<file path="src/rtl/pool2d_div.sv">
// Iterative signed divider, one quotient bit per cycle, truncating toward zero.
`timescale 1ns / 1ps

module pool2d_div #(
    parameter int DIVIDEND_BITS = 22,
    parameter int DIVISOR_BITS  = 8
) (
    input  logic                            aclk,
    input  logic                            aresetn,
    input  logic                            start,
    input  logic signed [DIVIDEND_BITS-1:0] dividend,
    input  logic        [DIVISOR_BITS-1:0]  divisor,
    output logic                            done,
    output logic signed [DIVIDEND_BITS-1:0] quotient
);

    localparam int CNT_BITS = $clog2(DIVIDEND_BITS + 1);

    logic [CNT_BITS-1:0]      cnt_reg;
    logic                     done_reg;
    logic [DIVIDEND_BITS-1:0] quot_reg;
    logic [DIVISOR_BITS-1:0]  rem_reg;
    logic [DIVISOR_BITS-1:0]  divisor_reg;
    logic                     neg_reg;

    logic [DIVIDEND_BITS-1:0] dividend_mag;
    logic [DIVISOR_BITS:0]    trial;
    logic [DIVISOR_BITS:0]    diff;
    logic                     fits;

    assign dividend_mag = dividend[DIVIDEND_BITS-1] ? (~unsigned'(dividend)) + DIVIDEND_BITS'(1)
                                                    : unsigned'(dividend);
    assign trial = {rem_reg, quot_reg[DIVIDEND_BITS-1]};
    assign diff  = trial - {1'b0, divisor_reg};
    assign fits  = trial >= {1'b0, divisor_reg};

    always_ff @(posedge aclk) begin
        if (!aresetn) begin
            cnt_reg  <= '0;
            done_reg <= 1'b0;
        end else begin
            done_reg <= (cnt_reg == CNT_BITS'(1));
            if (start) begin
                cnt_reg <= CNT_BITS'(DIVIDEND_BITS);
            end else if (cnt_reg != '0) begin
                cnt_reg <= cnt_reg - CNT_BITS'(1);
            end
        end
    end

    always_ff @(posedge aclk) begin
        if (start) begin
            quot_reg    <= dividend_mag;
            rem_reg     <= '0;
            divisor_reg <= divisor;
            neg_reg     <= dividend[DIVIDEND_BITS-1];
        end else if (cnt_reg != '0) begin
            quot_reg <= {quot_reg[DIVIDEND_BITS-2:0], fits};
            rem_reg  <= fits ? diff[DIVISOR_BITS-1:0] : trial[DIVISOR_BITS-1:0];
        end
    end

    assign done     = done_reg;
    assign quotient = signed'(neg_reg ? (~quot_reg) + DIVIDEND_BITS'(1) : quot_reg);

endmodule

</file>
<file path="config.mk">
export PLATFORM = sky130hd
export DESIGN_NAME = pool2d_div
export DESIGN_NICKNAME = d
export VERILOG_FILES = /design/src/rtl/pool2d_div.sv
export SDC_FILE = /design/constraint.sdc
export NUM_CORES = 1
export LEC_CHECK = 0
export ABC_AREA = 1
export BUFFER_PORTS_ARGS = -buffer_cell sky130_fd_sc_hd__buf_2
export CAP_MARGIN = 10
export CORE_MARGIN = 1
export CORE_UTILIZATION = 30
export CTS_BUF_LIST = sky130_fd_sc_hd__clkbuf_8 sky130_fd_sc_hd__clkbuf_16
export DETAILED_ROUTE_END_ITERATION = 8
export GPL_ROUTABILITY_DRIVEN = 1
export GPL_TIMING_DRIVEN = 0
export SLEW_MARGIN = 40
export SYNTH_ARGS = -nofsm -noshare
export SYNTH_HDL_FRONTEND = slang
export SYNTH_SLANG_ARGS = --single-unit
</file>
<file path="constraint.sdc">
create_clock -name aclk -period 2.3 [get_ports aclk]
set_input_delay 0.46 -clock aclk [delete_from_list [all_inputs] [get_ports aclk]]
set_output_delay 0.46 -clock aclk [all_outputs]
set_load 0.05 [all_outputs]
</file>
## Word-level counts from Yosys, hierarchy flattened

Cells that the tools add are included.

| storage, ports and cells | value |
|---|---|
| flip-flop bits (word level) | 45 |
| input bits | 33 |

| cells by class | value |
|---|---|
| reduce and logical (&&, ||, !) cells | 3 |
| $add $sub $neg | 4 |
| order comparisons | 1 |
| eq/ne operators | 1 |
| muxes and demuxes | 7 |
| bitwise operators | 3 |

Operators by type and width:

| cell | number |
|---|---|
| 22-bit 2-to-1 mux | 4 |
| 22-bit by 1-bit adder with 22-bit output, second input constant | 2 |
| 22-bit NOT | 2 |
| 5-bit 2-to-1 mux | 2 |
| 9-bit by 8-bit greater-or-equal comparator with 1-bit output | 1 |
| 8-bit 2-to-1 mux | 1 |
| 8-bit subtractor | 1 |
| 5-bit by 1-bit == test with 1-bit output, second input constant | 1 |
| 5-bit nonzero test | 1 |
| 5-bit by 1-bit subtractor with 5-bit output, second input constant | 1 |
| 2-bit nonzero test | 1 |
| 2-bit OR reduction | 1 |
| 1-bit NOT | 1 |

## Logic depth before layout (Yosys ltp)

| logic depth | value |
|---|---|
| depth after elaboration | 4 |
| depth in mapped cells | 11 |

## Least setup slack after synthesis

OpenSTA, ideal clock, no wires.

| path | value |
|---|---|
| kind | register to output |
| start | reg quot_reg[0] |
| end | out quotient[14] |
| path buffers | 0 |
| stages on the path, launching flop included | 9 |
| arrival | 1985 ps |
| slack | -145 ps |
| path through | edfxtp_1 -> inv_1 -> ha_1 -> nand3_1 -> o21ai_2 -> nand2_2 -> nor2_2 -> o21ai_1 -> xor2_1 |

| between the ends | value |
|---|---|
| cells in the longest elaborated chain, start to end | 3 |

RTL lines:

| what | RTL line | text |
|---|---|---|
| start: declaration | 21 | `logic [DIVIDEND_BITS-1:0] quot_reg;` |
| start signal: assignment | 53 | `quot_reg <= dividend_mag;` |
| start signal: assignment | 58 | `quot_reg <= {quot_reg[DIVIDEND_BITS-2:0], fits};` |
| 22-bit NOT | 64 | `assign quotient = signed'(neg_reg ? (~quot_reg) + DIVIDEND_BITS'(1) : quot_reg);` |
| 22-bit by 1-bit adder with 22-bit output | 64 |  |
| 22-bit 2-to-1 mux | 64 |  |
| end: declaration | 14 | `output logic signed [DIVIDEND_BITS-1:0] quotient` |

Every way passes these cells.

## Final worst setup path

| path | value |
|---|---|
| start | reg quot_reg[3] |
| end | out quotient[13] |

The elaborated chain is that of the path after synthesis.

==> impl_metrics.tcl <==
set metrics [dict create \
    cts_max_level 2 \
    r2r_end "quot_reg[17]" \
    fmax_ghz 0.4146 \
    die_h_um 109.2 \
    maxCapViolations 0 \
    wirelength_mm 9.360 \
    post-route-drc-count 0 \
    cp.required_ns 1.84 \
    p_leak_nw 2.096 \
    grt_usage_pct 16.09 \
    r2r-start "cnt_reg[0]" \
    yosysTopAreaCell "edfxtp_1" \
    grt_setup_unrepaired "yes" \
    critPathTopFamily "simple AND/OR/NAND/NOR gates" \
    grt_pass1_vias 3129 \
    syn_inst 486 \
    hpwl_mm 7.018 \
    clk_latency_ns 0.29 \
    fin_crit_ns 2.412 \
    hp-start "divisor[6]" \
    worst_setup_path_end_kind "output port" \
    cp_slowest_stage_delay_ns 0.43 \
    setup_viol 7 \
    synth_top_cell_area_share_pct 27.00 \
    finClkSkew_ns 0.002431 \
    worstPathArrival_ns 1.95 \
    crit_path_max_fanout 4 \
    final_common_cell "nand2_1" \
    worst_hold_path.num_cells 1 \
    cp_common_cell "nand2_2" \
    syn-mean-instance-area_um2 7.095 \
    p_total_w 0.003889 \
    core_mm2 0.01103 \
    cp_cell_sequence "nor2_2, nand3_2, or2_4, nor2_4, nand2_2, nand2_2, xor2_2, buf_6" \
    critical_path.startpoint "quot_reg[3]" \
    reg2reg_depth 7 \
    synth.distinct_cells 38 \
    ir_drop_mv 0.3566 \
    fin_crit_sh_pct 104.9 \
    synth_fp_nets 532 \
    nets 613 \
    utilization_pct 39.66 \
    slew_violations 0 \
    dp.cells 681 \
    insertedDiodeCount 0 \
    status "finished with violations" \
    gp_congestion 0.8952 \
    slew_headroom_pct 66.76 \
    yosys_warnings 0 \
    cts_inserted_buffers 5 \
    yosysSeqAreaShare_pct 35.12 \
    cp_slowest_cell "edfxtp_1" \
    dr.pass1.iters 4 \
    worstMarginPinSlew_ns 0.4981 \
    root_buffer "clkbuf_16" \
    fp-row-count 38 \
    via_per_inst 4.719 \
    via_count 3341 \
    reg2reg_slack_ns 0.34 \
    antenna_found_initial 0 \
    powerDensity_mw_per_mm2 889.2 \
    postCtsHoldBufs 0 \
    mostFrequentLayoutCells "nand2_1, inv_1, nand3_1" \
    path_buf_inv 1 \
    setup_tns_ns -0.4058 \
    ant_nets 0 \
    nFillCells 1138 \
    io_pins 56 \
    io_buffers 55 \
    overflow 0 \
    start_util_pct 31.26 \
    netlist_area_mm2 0.003448 \
    start_kind "register" \
    drive_gt1_share_pct 22.89 \
    cts.clk_slew.worst_paths_ns 0.06 \
    drt-initial-drc-count 221 \
    area_growth_pct 26.85 \
    largest_reg_flops 22 \
    synth_seq_cells 45 \
    cts.sinks 45 \
    die_w_um 109.2 \
    worstSetupPathType "register to output port" \
    cts_tree "done" \
    grt_max_degree 23 \
    clockBufferDepth 2 \
    final_cells 708 \
    netlist_top_cells_area "edfxtp_1, nand2_1, dfxtp_1" \
    fp.dieArea_mm2 0.01193 \
    violations "setup timing" \
    grt_pass1_wl_mm 14.92 \
    min_path_type "input port to register" \
    worst_slack_ns -0.1118 \
    min_to "divisor_reg[6]" \
    wl_per_cell_um 13.22 \
    hold_viol 0 \
]
[cell usage after synthesis]
cell and number:
o21ai_1 5, a21oi_4 1, nand3b_1 11, edfxtp_1 31, nand4_1 5, nand2_1 137
nand2_2 4, inv_1 61, nor2_2 6, xnor2_1 5, a221oi_1 1, nor4_1 1
a21oi_1 10, o21ai_2 1, nor3_1 11, o21bai_1 1, nor2_4 1, nand3_2 2
o22ai_1 2, dfxtp_1 14, nand2_4 2, xor2_2 1, buf_2 5, or2_1 1
inv_2 4, a31oi_1 2, clkbuf_1 2, ha_1 12, nand3_1 50, nor2_1 47
nand3_4 1, nor3_2 2, xor2_1 21, or2_4 1, buf_1 2, fa_1 1
buf_4 1, o21ai_0 21
[worst register-to-register path, delay by kind of cell, from the launching register on]
family / cells / cell delay, ns
fa+ha+maj: 1 / 0.17
buf+inv: 3 / 0.47
flops: 1 / 0.34
simple gates: 3 / 0.64
[area by class of cell]
type                       count  area (um^2)  area share (%)
multi-input combinational    366         2057           47.03
sequential                    45         1211           27.69
timing repair buffer          74        495.5           11.33
inverter                      65        244.0           5.578
tap                          140        175.2           4.005
clock buffer                   5        125.1           2.860
buffer                        10        47.55           1.087
clock inverter                 3        18.77          0.4291
[report_power, final]
group	switching [W]	internal (W)	total [W]
clock	0.000310	0.000399	0.000709
sequential	0.000131	0.00104	0.00117
combinational	0.00130	0.000712	0.00201
total	0.00174	0.00215	0.00389
[per-stage QoR]
stage	area (um^2)	setup WS, ns	hold slack [ns]
floorplan	3471	0.01901	0.4203
detailed placement	3921	-0.07791	0.4550
CTS	4223	-0.1288	0.3359
global placement	3921	-0.05401	0.4595
finish	4374	-0.1118	0.3437
global route	4374	-0.2265	0.3296
[layer usage]
layer  routed length [um]  part of all wire (%)  vias to the layer above  GRT usage (%)
met5                    0                     0                        -              0
met4                  231                   2.5                        0          6.286
met3                  350                   3.7                       20          2.809
met2                 4089                    44                       75          24.57
met1                 4689                    50                     1509          22.45
li1                     -                     -                     1737              -
[cells by family after synthesis]
| logic type | Yosys count | synth area share (%) |
|---|---|---|
| AND/OR/NAND/NOR | 282 | 37.26 |
| buffers and inverters | 75 | 8.454 |
| flip-flops | 45 | 35.12 |
| AO/OA/AOI/OAI | 44 | 7.148 |
| XOR/XNOR | 27 | 7.076 |
| adder cells (fa/ha/maj) | 13 | 4.935 |
[how the worst max path moves through the flow]
| stage | endpoint | slack (ns) | depth (start not counted) |
|---|---|---|---|
| 6_report | quotient[13] | -0.11 | 8 |
| 5_1_grt | quotient[13] | -0.23 | 8 |
| 4_1_cts | quotient[14] | -0.13 | 9 |
| 3_5_place_dp | quotient[14] | -0.08 | 9 |
| 3_3_place_gp | quotient[14] | -0.05 | 9 |
| 2_1_floorplan | quotient[17] | 0.02 | 7 |
[repair_timing]
action	in CTS	in global routing
hold endpoints to repair	0	0
endpoints found under the setup margin	14	16
setup buffers	6	13
gates cloned	0	0
pin swaps	5	11
resized for setup	30	17
No activity file was read; power rests on OpenSTA's default activity.
